`src/rtl/tta_pkg.sv`:
```
package tta_pkg;

  localparam int IDX_W  = 12;
  localparam int POS_W  = 24;
  localparam int TEX_W  = 16;
  localparam int UNIT_W = 16;
  localparam int EDGE_W = 25;
  localparam int UVD_W  = 17;
  localparam int PROD_W = 42;
  localparam int COMP_W = 44;

  typedef logic [1:0] mode_t;
  localparam mode_t MODE_LOAD = 2'd0;
  localparam mode_t MODE_TRI  = 2'd1;
  localparam mode_t MODE_READ = 2'd2;
  localparam mode_t MODE_RSVD = 2'd3;

  typedef logic [IDX_W-1:0] idx_t;
  typedef logic signed [COMP_W-1:0] comp_t;
  typedef logic signed [UNIT_W-1:0] unit_t;
  typedef logic signed [EDGE_W-1:0] dlt_t;
  typedef logic signed [UVD_W-1:0] uvd_t;
  typedef logic [3:0] msel_t;

  localparam int    MUL_STEPS = 14;
  localparam msel_t MUL_LAST  = msel_t'(MUL_STEPS - 1);

  typedef struct packed {
    logic signed [POS_W-1:0] px;
    logic signed [POS_W-1:0] py;
    logic signed [POS_W-1:0] pz;
    logic signed [TEX_W-1:0] u;
    logic signed [TEX_W-1:0] v;
  } vertex_t;

  typedef struct packed {
    idx_t    i0;
    idx_t    i1;
    idx_t    i2;
    vertex_t vtx;
  } in_item_t;

  typedef struct packed {
    idx_t  vertex_index;
    unit_t tx;
    unit_t ty;
    unit_t tz;
    unit_t bx;
    unit_t by;
    unit_t bz;
  } out_item_t;

  typedef enum logic [1:0] {
    NSEL_TRI_T,
    NSEL_TRI_B,
    NSEL_ACC_T,
    NSEL_ACC_B
  } nsel_t;

  typedef struct packed {
    logic       capture;
    logic       load_wr;
    logic       vert_rd;
    logic       acc_rd;
    logic       acc_wr;
    logic [1:0] corner;
    logic       mul_go;
    msel_t      mul_sel;
    logic       fix_sign;
    logic       norm_start;
    nsel_t      norm_sel;
    logic       store_t;
    logic       store_b;
    logic       out_load;
  } cmd_t;

  typedef struct packed {
    logic tri_ok;
    logic det_zero;
    logic norm_done;
    logic out_free;
  } sts_t;

endpackage

```
`src/rtl/tta_ctrl.sv`:
```
// Sequencer for loads, triangles and readouts.
module tta_ctrl (
  input  logic            clk,
  input  logic            rst_n,
  input  logic            in_valid,
  input  tta_pkg::mode_t  in_mode,
  input  tta_pkg::sts_t   sts,
  output logic            in_ready,
  output tta_pkg::cmd_t   cmd
);

  typedef enum logic [3:0] {
    S_IDLE, S_LOAD, S_TRI_RD, S_TRI_DLT, S_TRI_MUL, S_TRI_MWAIT, S_TRI_SIGN,
    S_NORM_T, S_WAIT_T, S_NORM_B, S_WAIT_B, S_ACC_RD, S_ACC_WR, S_RO_RD, S_OUT
  } state_t;

  state_t     state_r;
  logic [3:0] cnt_r;
  logic       ro_r;

  always_ff @(posedge clk) begin
    if (!rst_n) begin
      state_r <= S_IDLE;
      cnt_r   <= '0;
      ro_r    <= 1'b0;
    end else begin
      case (state_r)
        S_IDLE: begin
          cnt_r <= '0;
          ro_r  <= (in_mode == tta_pkg::MODE_READ);
          if (in_valid) begin
            case (in_mode)
              tta_pkg::MODE_LOAD: state_r <= S_LOAD;
              tta_pkg::MODE_TRI:  state_r <= S_TRI_RD;
              tta_pkg::MODE_READ: state_r <= S_RO_RD;
              default:            state_r <= S_IDLE;
            endcase
          end
        end
        S_LOAD: state_r <= S_IDLE;
        S_TRI_RD: begin
          if (!sts.tri_ok) begin
            state_r <= S_IDLE;
          end else if (cnt_r == 4'd2) begin
            state_r <= S_TRI_DLT;
          end else begin
            cnt_r <= cnt_r + 4'd1;
          end
        end
        S_TRI_DLT: begin
          cnt_r   <= '0;
          state_r <= S_TRI_MUL;
        end
        S_TRI_MUL: begin
          cnt_r <= cnt_r + 4'd1;
          if (cnt_r == tta_pkg::MUL_LAST) begin
            state_r <= S_TRI_MWAIT;
          end
        end
        S_TRI_MWAIT: state_r <= S_TRI_SIGN;
        S_TRI_SIGN: state_r <= sts.det_zero ? S_IDLE : S_NORM_T;
        S_NORM_T: state_r <= S_WAIT_T;
        S_WAIT_T: begin
          if (sts.norm_done) begin
            state_r <= S_NORM_B;
          end
        end
        S_NORM_B: state_r <= S_WAIT_B;
        S_WAIT_B: begin
          if (sts.norm_done) begin
            cnt_r   <= '0;
            state_r <= ro_r ? S_OUT : S_ACC_RD;
          end
        end
        S_ACC_RD: state_r <= S_ACC_WR;
        S_ACC_WR: begin
          if (cnt_r == 4'd2) begin
            state_r <= S_IDLE;
          end else begin
            cnt_r   <= cnt_r + 4'd1;
            state_r <= S_ACC_RD;
          end
        end
        S_RO_RD: state_r <= S_NORM_T;
        S_OUT: begin
          if (sts.out_free) begin
            state_r <= S_IDLE;
          end
        end
        default: state_r <= S_IDLE;
      endcase
    end
  end

  assign in_ready = (state_r == S_IDLE);

  always_comb begin
    cmd            = '0;
    cmd.capture    = (state_r == S_IDLE) && in_valid;
    cmd.load_wr    = (state_r == S_LOAD);
    cmd.vert_rd    = (state_r == S_TRI_RD) && sts.tri_ok;
    cmd.acc_rd     = (state_r == S_ACC_RD) || (state_r == S_RO_RD);
    cmd.acc_wr     = (state_r == S_ACC_WR);
    cmd.mul_go     = (state_r == S_TRI_MUL);
    cmd.mul_sel    = cnt_r;
    cmd.fix_sign   = (state_r == S_TRI_SIGN) && !sts.det_zero;
    cmd.norm_start = (state_r == S_NORM_T) || (state_r == S_NORM_B);
    cmd.store_t    = (state_r == S_WAIT_T) && sts.norm_done;
    cmd.store_b    = (state_r == S_WAIT_B) && sts.norm_done;
    cmd.out_load   = (state_r == S_OUT) && sts.out_free;
    if ((state_r == S_TRI_RD) || (state_r == S_ACC_RD) || (state_r == S_ACC_WR)) begin
      cmd.corner = cnt_r[1:0];
    end
    if (state_r == S_NORM_B) begin
      cmd.norm_sel = ro_r ? tta_pkg::NSEL_ACC_B : tta_pkg::NSEL_TRI_B;
    end else begin
      cmd.norm_sel = ro_r ? tta_pkg::NSEL_ACC_T : tta_pkg::NSEL_TRI_T;
    end
  end

endmodule

```
`config.mk`:
```
export PLATFORM = sky130hd
export DESIGN_NAME = tta_ctrl
export DESIGN_NICKNAME = d
export VERILOG_FILES = /design/src/rtl/tta_pkg.sv /design/src/rtl/tta_ctrl.sv
export SDC_FILE = /design/constraint.sdc
export NUM_CORES = 1
export LEC_CHECK = 0
export ABC_AREA = 1
export BUFFER_PORTS_ARGS = -buffer_cell sky130_fd_sc_hd__clkbuf_2
export CORE_UTILIZATION = 35
export CTS_CLUSTER_SIZE = 10
export DETAILED_ROUTE_END_ITERATION = 10
export HOLD_SLACK_MARGIN = 0.12
export PLACE_DENSITY = 0.58
export SKIP_CTS_REPAIR_TIMING = 1
export SYNTH_ARGS = -nofsm -noshare
export SYNTH_HDL_FRONTEND = slang
export SYNTH_SLANG_ARGS = --single-unit
```
`constraint.sdc`:
```
create_clock -name clk -period 1.85 [get_ports clk]
set_clock_uncertainty 0.2 [all_clocks]
set_input_delay 0.37 -clock clk [delete_from_list [all_inputs] [get_ports clk]]
set_output_delay 0.37 -clock clk [all_outputs]
set_load 0.01 [all_outputs]
```
After elaboration in Yosys (flattened, before gate mapping). Index checks and enable logic that the tools add are counted. Widths: inputs -> output; s select.

Add/subtract/negate cells: 1. Equality and inequality tests: 25. Muxes and demuxes: 20. Reductions and logical operators: 17.

Operator list (number): $pmux 4 s14 (1); $mux 4 (11); $eq 4x4->1 const B (8); $pmux 4 s5 (1); $eq 4x3->1 const B (4); $eq 4x2->1 const B (3); $pmux 4 s3 (1); $ne 2x2->1 const B (5); $mux 2 (4); $logic_and 1x1->1 (6); $mux 3 (2); $reduce_and 6->1 (1); $reduce_bool 5->1 (1); $add 4x1->4 const B (1); $eq 4x1->1 const B (1); $logic_not 4->1 (1); $logic_or 1x1->1 (4); $ne 3x3->1 const B (1); $reduce_and 3->1 (1); $eq 2x1->1 const B (1); $eq 2x2->1 const B (1); $logic_not 2->1 (1); $ne 2x1->1 const B (1); $reduce_or 2->1 (1); $logic_not 1->1 (1).

Flip-flop bits (word level): 9. Output and inout port bits: 20. Word-level logic and storage cells: 66.

Longest topological paths before layout. Gate-level depths: netlist of run 1.

Depth in word-level cells: 4. Depth in mapped cells: 10.

Worst setup path after synthesis of run 1. Ideal clock, no wire load.

Kind: reg-to-output. From: register state_r[3]. To: output cmd[12] in the netlist's numbering. Arrival time: 0.972 ns. Setup slack: 0.308 ns. Stages on the path, launching flop included: 7. Cell sequence: dfxtp_1 -> inv_2 -> nor2_2 -> nand2_1 -> nand3_1 -> nand2_1 -> inv_1.

RTL lines: start: declaration (RTL line tta_ctrl.sv:17) `state_t state_r;`; start signal: assignment (RTL line tta_ctrl.sv:61) `S_TRI_SIGN: state_r <= sts.det_zero ? S_IDLE : S_NORM_T;`; start signal: assignment (RTL line tta_ctrl.sv:72) `state_r <= ro_r ? S_OUT : S_ACC_RD;`; end: declaration (RTL line tta_ctrl.sv:9) `output tta_pkg::cmd_t cmd`.

==> summary.txt, run 1 <==
Clock network
  • Clk_lat worst skew: 250 ps
  • Clock buffer depth: 2
  • Sink Count: 9
  • CTS tree: done
  • H-tree Lvls: 1
  • Clock transition at path regs: 60 ps
  • CTS Root Cell: clkbuf_4
  • TritonCTS Buffers: 3

STA
  • Unrepaired setup endpoints after global routing: yes
  • Worst Tran Pin Value: 263 ps
  • FMAX: about 550 MHz
  • Min Hold Slack: 226 ps
  • Relative slew slack: 82.4%
  • Final setup vio count: 0
  • Crit share post-route: 99.0%
  • Hold Vio Cnt, Final: 0
  • Fin crit period: 1830 ps
  • Final Max Slew Viols: 0

GRT
  • First-pass GRT wire length: 3.71 mm
  • Vias in the first global route: around 850
  • Largest net degree at the start of global routing: 10
  • Total gr overflow: 0
  • GRT Util Overall: between 10% and 20%
  • Initial antenna violation count: 0

Setup path
  • CP Max Fanout: 7
  • Type of element capturing the critical path: output pin
  • Critical setup path kind: flop to output pin
  • Startpoint types: flop
  • CP Data Required Time: ~1300 ps
  • Arrival time of the worst setup path: 1260 ps

Detailed routing
  • Drt first-iter violations: 42
  • Vias post-DR: 1,081
  • TritonRoute pass-1 iters: 4
  • DRT Wirelength: between 2 and 2.5 mm
  • Avg Vias per Cell: 4.91
  • DR DRC count: 0
  • Antenna-violating nets left: 0
  • WL/cell: roughly 11 um

Logic synthesis
  • Unique masters post-synth: 22
  • Post-synthesis sequential area ratio: between 10% and 20%
  • Post-Synthesis Cell Area: 906 sq um
  • Syn nets: 168
  • Syn Area/Cell: between 5 and 6 sq um
  • Synthesized flop and latch total: 9
  • Yosys top cell area share: 19.9%
  • Synthesized instance count: 156
  • Synth top area cells: dfxtp_1 20%, nand2_1 16%, inv_1 10%, nor2_1 7.0%, nand3_1 6.6%
  • Syn. warnings: 0
  • Area leader, netlist: dfxtp_1

Pwr
  • Clk network pwr share: under 10%
  • Int Pwr: roughly 0.75 mW
  • PwrDens: 1450 mW/mm^2
  • Highest ir drop seen on vdd: 0.747 mV
  • Comb power frac: 69.7%
  • Lkg Pwr: 0.667 nW
  • Net Sw Power: 0.928 mW
  • Flop pwr share: 21.6%
  • Switch share: a little under three fifths

Final layout
  • # diodes: 0
  • Fin nets: 203
  • Fillers: ~260
  • Commonest non-fill, non-tap cell in the layout: nand2_1
  • Area of the multi-input gates: roughly 610 sq um
  • Layout cell share with drive strength beyond 1: 35.3%
  • Sequential cell area: 193 sq um
  • Most frequent cells in the layout: 39 x nand2_1, 26 x clkbuf_2, 24 x inv_1
  • Post-route cell area: ~0.0012 sq mm
  • P&R area growth vs syn: 27.5%

Floorplan
  • Core ar.: 0.00245 sq mm
  • Die Area: 0.00280 sq mm
  • # rows: 18
  • Die Height: 52.9 um
  • Die X: 52.9 um
  • IO Count: 29
  • Initial core utilization: ~37%

Placement
  • Hpwl dp: 1.96 mm
  • GPL Wtd Cong: 0.918
  • Placed standard-cell area: between 0.001 and 0.0015 sq mm
  • Port Buffers: 28

Worst hold path
  • HP Class: primary input to flop

Flow run
  • Max Cap Viol: 0

Run status
  • Status: finished clean
## per-stage QoR
| stage | std cells | worst slack (ps) | TNS (ps) | power, mW | util [%] |
|---|---|---|---|---|---|
| after floorplan | 156 | 308 | 0 | 1.17 | - |
| after global placement | 214 | 161 | 0 | 1.45 | 44.1 |
| after detailed placement | 214 | 145 | 0 | 1.45 | 44.1 |
| after CTS | 218 | -145 | -828 | 1.61 | 45.2 |
| after global routing | 220 | -72.6 | -343 | 1.84 | 47.0 |
| final | 220 | 18.7 | 0 | 1.68 | 47.0 |
## final timing paths
check	end	startpoint	depth (start not counted)	slack (ps)
worst min register to register	ro_r	ro_r	2	290
worst min-delay path	state_r[1]	rst_n	3	230
worst max register to register	state_r[2]	cnt_r[0]	9	160
worst max-delay path	cmd[13]	state_r[1]	7	20
## state kept, by name, indices dropped and copies added (netlist names)
register,cells
cnt_r,4
ro_r,1
state_r,4
## layout make-up
cell class,instances,area share (%)
repair buffers,31,14.1
inverters,32,10.6
multi-input cells,114,53.1
well taps,30,3.25
clock buffers,4,2.28
flip-flops and latches,9,16.7
## per-layer routing
metal / routed length, um / GRT usage [%] / vias to the layer above
li1: - / - / 556
met1: 1110 / 26.5 / 482
met2: 1030 / 25.9 / 39
met3: 171 / 1.15 / 4
met4: 54 / 11.4 / 0
met5: 0 / 0 / -
## synthesized netlist by cell type
master	instances
nand2_2	9
o21ai_0	2
dfxtp_1	9
inv_1	25
ha_1	3
nand4_1	5
nand2_4	1
nand3_2	3
nor3_1	2
nor2_2	5
xor2_1	1
nor2_4	3
nor2_1	17
buf_4	1
nand2_1	39
nand3_1	12
inv_2	6
nand3b_1	1
o22ai_1	1
xnor2_1	1
a21oi_1	9
clkinv_1	1
## worst max-delay path: stages, from the launching register on
cell and delay (ps):
dfxtp_4 400, inv_4 50, nor2_4 170, nand2_2 100, nand3_2 80, nand2_1 50
inv_1 50, buf_2 110
## power groups by stage
stage | Sequential (mW) | Combinational, mW | Clock, mW
3_5_place_dp | 0.334 | 1.12 | 0
3_3_place_gp | 0.328 | 1.12 | 0
6_report | 0.362 | 1.17 | 0.146
4_1_cts | 0.330 | 1.13 | 0.156
2_1_floorplan | 0.320 | 0.848 | 0
5_1_grt | 0.369 | 1.32 | 0.160
## cell families after synthesis
logic type      synth area share (%)
compound gates                  6.77
fa+ha+maj                       4.14
xor+xnor                        1.93
flops                           19.9
buf+inv                         14.1
simple gates                    53.2
(Power assumes the default switching activity.)
==> run 2: changes to the inputs <==
==> constraint.sdc (replaced) <==
create_clock -name clk -period 1.71 [get_ports clk]
set_clock_uncertainty 0.2 [all_clocks]
set_input_delay 0.342 -clock clk [delete_from_list [all_inputs] [get_ports clk]]
set_output_delay 0.342 -clock clk [all_outputs]
set_load 0.01 [all_outputs]
==> run 2 against run 1 <==
The run now ends with negative setup slack left. Largest power group unchanged. Die area unchanged. Largest cell class unchanged. Sequential power grew 13%. Clock power grew 9%. Routed wire length up 9.4%. Utilization increased by 3.9 points.
==> summary.txt, run 2 (same netlist as run 1, synthesis figures left out) <==
Run status
  • Status: complete, but fails checks
  • Failing checks: negative setup slack

Floorplan
  • # rows: 18
  • Core ar.: about 0.0025 sq mm
  • Die X: 52.9 um
  • Die Area: 0.00280 sq mm
  • IO Count: 29
  • Initial core utilization: 36.9%
  • Die Height: 52.9 um

Pwr
  • Switch share: a little over half
  • Flop pwr share: 20.7%
  • Highest ir drop seen on vdd: 0.942 mV
  • Net Sw Power: 1.07 mW
  • Clk network pwr share: 8.1%
  • PwrDens: around 1600 mW/mm^2
  • Lkg Pwr: between 0.7 and 0.8 nW
  • Int Pwr: 0.899 mW
  • Comb power frac: 71.3%

Final layout
  • Largest registers: cnt_r x4, state_r x4, ro_r x1
  • Sequential cell area: 196 sq um
  • Final Core Density: 50.9%
  • Layout cell share with drive strength beyond 1: 41.5%
  • Area of the multi-input gates: between 600 and 700 sq um
  • # diodes: 0
  • Fin nets: about 210
  • P&R area growth vs syn: 38.0%
  • Most frequent cells in the layout: 36 x nand2_1, 25 x inv_1, 22 x clkbuf_2
  • Commonest non-fill, non-tap cell in the layout: nand2_1
  • Fillers: 260

Clock network
  • Clk_lat worst skew: roughly 260 ps
  • CTS Root Cell: clkbuf_4
  • TritonCTS Buffers: 3
  • Clock buffer depth: 2
  • Sink Count: 9
  • CTS tree: done
  • Clock transition at path regs: ~60 ps
  • H-tree Lvls: 1

STA
  • Setup TNS Final: -747 ps
  • Final setup vio count: 11
  • Fin crit period: 1820 ps
  • Final Max Slew Viols: 0
  • Worst Tran Pin Value: 258 ps
  • FMAX: 548 MHz
  • Final setup margin: -113 ps
  • Hold Vio Cnt, Final: 0
  • Unrepaired setup endpoints after global routing: yes
  • Relative slew slack: 82.8%
  • Crit share post-route: 107%

Detailed routing
  • TritonRoute pass-1 iters: 4
  • WL/cell: 11.5 um
  • DR DRC count: 0
  • Vias post-DR: 1,086
  • DRT Wirelength: 2.58 mm
  • Drt first-iter violations: 35
  • Avg Vias per Cell: between 4 and 5
  • Antenna-violating nets left: 0

Setup path
  • Critical Path, Cell by Cell: inv_2 -> nor2_4 -> buf_6 -> nand2_2 -> nor2_1 -> buf_2
  • Crit-path slowest cell: dfxtp_4
  • Type of element capturing the critical path: output pin
  • CP Data Required Time: between 1000 and 1500 ps
  • CP Max Fanout: 5
  • Startpoint types: flop
  • Critical setup path kind: flop to output pin
  • Arrival time of the worst setup path: 1280 ps
  • Crit path max-delay family: flip-flops
  • Max incr delay on CP: 400 ps
  • CP bufs+invs: 3

GRT
  • GRT Util Overall: 19.2%
  • Initial antenna violation count: 0
  • Vias in the first global route: 914
  • Total gr overflow: 0
  • First-pass GRT wire length: 3.89 mm
  • Largest net degree at the start of global routing: 10

Placement
  • Hpwl dp: 2.08 mm
  • GPL Wtd Cong: approximately 0.89
  • Port Buffers: 28

Worst hold path
  • HP Class: primary input to flop

Flow run
  • Max Cap Viol: 0
## run 2: layout make-up
cell class,count,share of cell area (%)
Inverter,32,9.81
Tap cell,30,3.00
Clock buffer,3,1.80
Clock inverter,1,0.400
Sequential cell,9,15.7
Timing Repair Buffer,36,17.3
Multi-Input combinational cell,114,52.0
## run 2: layer usage
metal	up-vias	routed length, um	global-route usage (%)
met5	-	0	0
met4	0	46	9.21
met3	4	121	3.16
met2	34	1220	29.7
met1	485	1190	25.5
li1	563	-	-
## run 2: path summary, 6_finish.rpt
check,startpoint,endpoint,slack [ps],cells after the start
hold reg to reg,ro_r,ro_r,280,2
setup reg to reg,state_r[1],state_r[2],90,9
setup / recovery,state_r[3],cmd[1],-110,6
hold / removal,rst_n,state_r[2],200,3
## run 2: worst register-to-register path: cells and delay by family (launching register included)
kind,cells,cell delay [ps]
DFF,1,410
and+or+nand+nor,6,600
buffers and inverters,2,200
AOI/OAI and AO/OA,1,120
## run 2: metrics by stage
| step | area [sq um] | hold slack (ps) | setup slack [ps] | cells | total power [mW] |
|---|---|---|---|---|---|
| detailed placement | 1100 | 280 | -70.5 | 216 | 1.57 |
| finish | 1250 | 205 | -113 | 225 | 1.97 |
| global placement | 1100 | 285 | -54.2 | 216 | 1.58 |
| CTS | 1130 | 205 | -356 | 220 | 1.74 |
| global route | 1250 | 222 | -174 | 225 | 2.16 |
| floorplan | 906 | 258 | 171 | 156 | 1.26 |
## run 2: power groups by stage
stage / sequential [mW] / combinational (mW) / clock, mW
final: 0.408 / 1.41 / 0.159
after global routing: 0.417 / 1.56 / 0.182
after CTS: 0.356 / 1.22 / 0.166
after detailed placement: 0.361 / 1.21 / 0
after global placement: 0.359 / 1.22 / 0
after floorplan: 0.347 / 0.918 / 0
==> run 3: changes to the inputs <==
==> constraint.sdc (replaced) <==
create_clock -name clk -period 1.71 [get_ports clk]
set_clock_uncertainty 0.2 [all_clocks]
set_input_delay 0.171 -clock clk [delete_from_list [all_inputs] [get_ports clk]]
set_output_delay 0.171 -clock clk [all_outputs]
set_load 0.01 [all_outputs]
==> run 3 against run 2 <==
The run still ends with negative setup slack left. Clock power about the same. Clock-buffer cell count increased by 1. Final cell count unchanged. Combinational power is essentially flat. Via count shrank 2.0%. Sequential power decreased by 13%. Critical path depth unchanged. Sequential share of layout area down 0.43 points. Critical endpoint unchanged. Largest cell class unchanged.
==> summary.txt, run 3 (same netlist as run 1, synthesis figures left out) <==
Run status
  • Status: complete, but fails checks
  • Failing checks: negative setup slack

Setup path
  • Max incr delay on CP: 360 ps
  • Critical setup path kind: flop to output pin
  • Type of element capturing the critical path: output pin
  • Startpoint types: flop
  • Depth of the worst register-to-register path: 10
  • Crit-path slowest cell: dfxtp_2
  • Critical Path, Cell by Cell: buf_6 -> inv_4 -> nor2_4 -> nand2_1 -> nor2_1 -> clkbuf_2
  • CP Data Required Time: 1340 ps
  • Critical Path End: cmd[1]
  • Crit path max-delay family: simple AND/OR/NAND/NOR gates
  • CP bufs+invs: 3
  • Arrival time of the worst setup path: 1360 ps
  • R2r setup slk: 40 ps
  • CP Max Fanout: 6
  • Reg-to-Reg Start: state_r[1]
  • FF-to-FF End: state_r[1]
  • Instance count on the critical path: 6
  • Crit path from: state_r[1]

Floorplan
  • IO Count: 29
  • Die Height: 52.9 um
  • Core ar.: 0.00245 sq mm
  • Die Area: 0.00280 sq mm
  • Die X: 52.9 um
  • Initial core utilization: 36.9%
  • # rows: 18

Placement
  • Pre-CTS setup slack: 122 ps
  • Hpwl dp: 1.96 mm
  • GPL Wtd Cong: 0.916
  • Port Buffers: 28

GRT
  • Total gr overflow: 0
  • Initial antenna violation count: 0
  • GRT Util Overall: 18.5%
  • First-pass GRT wire length: around 3.8 mm
  • Vias in the first global route: 910
  • Largest net degree at the start of global routing: 10

Pwr
  • Comb power frac: 73.5%
  • Net Sw Power: approximately 1.1 mW
  • Clk network pwr share: 8.3%
  • Highest ir drop seen on vdd: ~1.1 mV
  • Int Pwr: 0.870 mW
  • Flop pwr share: between 10% and 20%
  • PwrDens: 1580 mW/mm^2
  • Switch share: 55.0%
  • Lkg Pwr: between 0.6 and 0.7 nW

STA
  • Final setup margin: -23.7 ps
  • Fin crit period: around 1700 ps
  • Unrepaired setup endpoints after global routing: yes
  • Crit share post-route: 101%
  • Final Max Slew Viols: 0
  • FMAX: 577 MHz
  • Setup TNS Final: -26.2 ps
  • Hold Vio Cnt, Final: 0
  • Final setup vio count: 2
  • Relative slew slack: 83.2%
  • Worst Tran Pin Value: 250 ps

Clock network
  • CTS Root Cell: clkbuf_4
  • Clk_lat worst skew: 260 ps
  • TritonCTS Buffers: 3
  • Clock buffer depth: 2
  • Sink Count: 9
  • Clock transition at path regs: 60 ps
  • H-tree Lvls: 1
  • CTS tree: done

Detailed routing
  • DR DRC count: 0
  • Drt first-iter violations: 42
  • Antenna-violating nets left: 0
  • Avg Vias per Cell: 4.73
  • Vias post-DR: 1,064
  • TritonRoute pass-1 iters: 4
  • DRT Wirelength: 2.41 mm
  • WL/cell: ~11 um

Final layout
  • Most frequent cells in the layout: 39 x nand2_1, 26 x clkbuf_2, 24 x inv_1
  • Largest registers: cnt_r x4, state_r x4, ro_r x1
  • P&R area growth vs syn: 35.5%
  • Fin nets: ~210
  • Final Core Density: 50.0%
  • # diodes: 0
  • Layout cell share with drive strength beyond 1: 39.5%
  • Commonest non-fill, non-tap cell in the layout: nand2_1

Worst hold path
  • HP Class: primary input to flop

Flow run
  • Max Cap Viol: 0
-- run 3: power groups by stage --
stage                     sequential, mW  combinational [mW]  clock, mW
after CTS                          0.336                1.28      0.165
after global placement             0.338                1.28          0
final                              0.353                1.42      0.160
after global routing               0.363                1.59      0.179
after floorplan                    0.347               0.918          0
after detailed placement           0.341                1.28          0
-- run 3: per-layer routing --
| metal | GRT usage [%] | vias up | part of all wire [%] |
|---|---|---|---|
| li1 | - | 560 | - |
| met1 | 26.0 | 472 | 50 |
| met2 | 28.9 | 28 | 45 |
| met3 | 2.30 | 4 | 4.5 |
| met4 | 5.70 | 0 | 0.95 |
| met5 | 0 | - | 0 |
-- run 3: final cells by class --
type	count	area, sq um
fillers	251	1230
multi-input cells	114	644
repair buffers	36	209
flip-flops and latches	9	188
inverters	32	123
well taps	30	37.5
clock buffers	4	26.3
-- run 3: how the worst min path moves through the flow --
| stage | startpoint | endpoint | cells after the start |
|---|---|---|---|
| finish | in_mode[0] | ro_r | 6 |
| global route | in_mode[0] | ro_r | 6 |
| CTS | rst_n | state_r[3] | 3 |
| detailed placement | ro_r | ro_r | 2 |
| global placement | ro_r | ro_r | 2 |
| floorplan | rst_n | state_r[1] | 2 |
-- run 3: worst register-to-register path: stages (launching register included) --
cell and delay (ps):
dfxtp_2 360, buf_6 130, inv_4 40, nor2_4 190
nand2_2 90, buf_4 160, nor2_4 100, nor2_2 50
nand2_2 80, nand2_1 80, a21oi_2 130
-- run 3: stage by stage --
step | std cells | area (sq um) | hold slack [ps] | power, mW
2_1_floorplan | 156 | 906 | 174 | 1.26
3_3_place_gp | 218 | 1110 | 273 | 1.62
3_5_place_dp | 218 | 1110 | 283 | 1.62
4_1_cts | 222 | 1140 | 38.5 | 1.78
5_1_grt | 225 | 1230 | 164 | 2.13
6_report | 225 | 1230 | 140 | 1.93
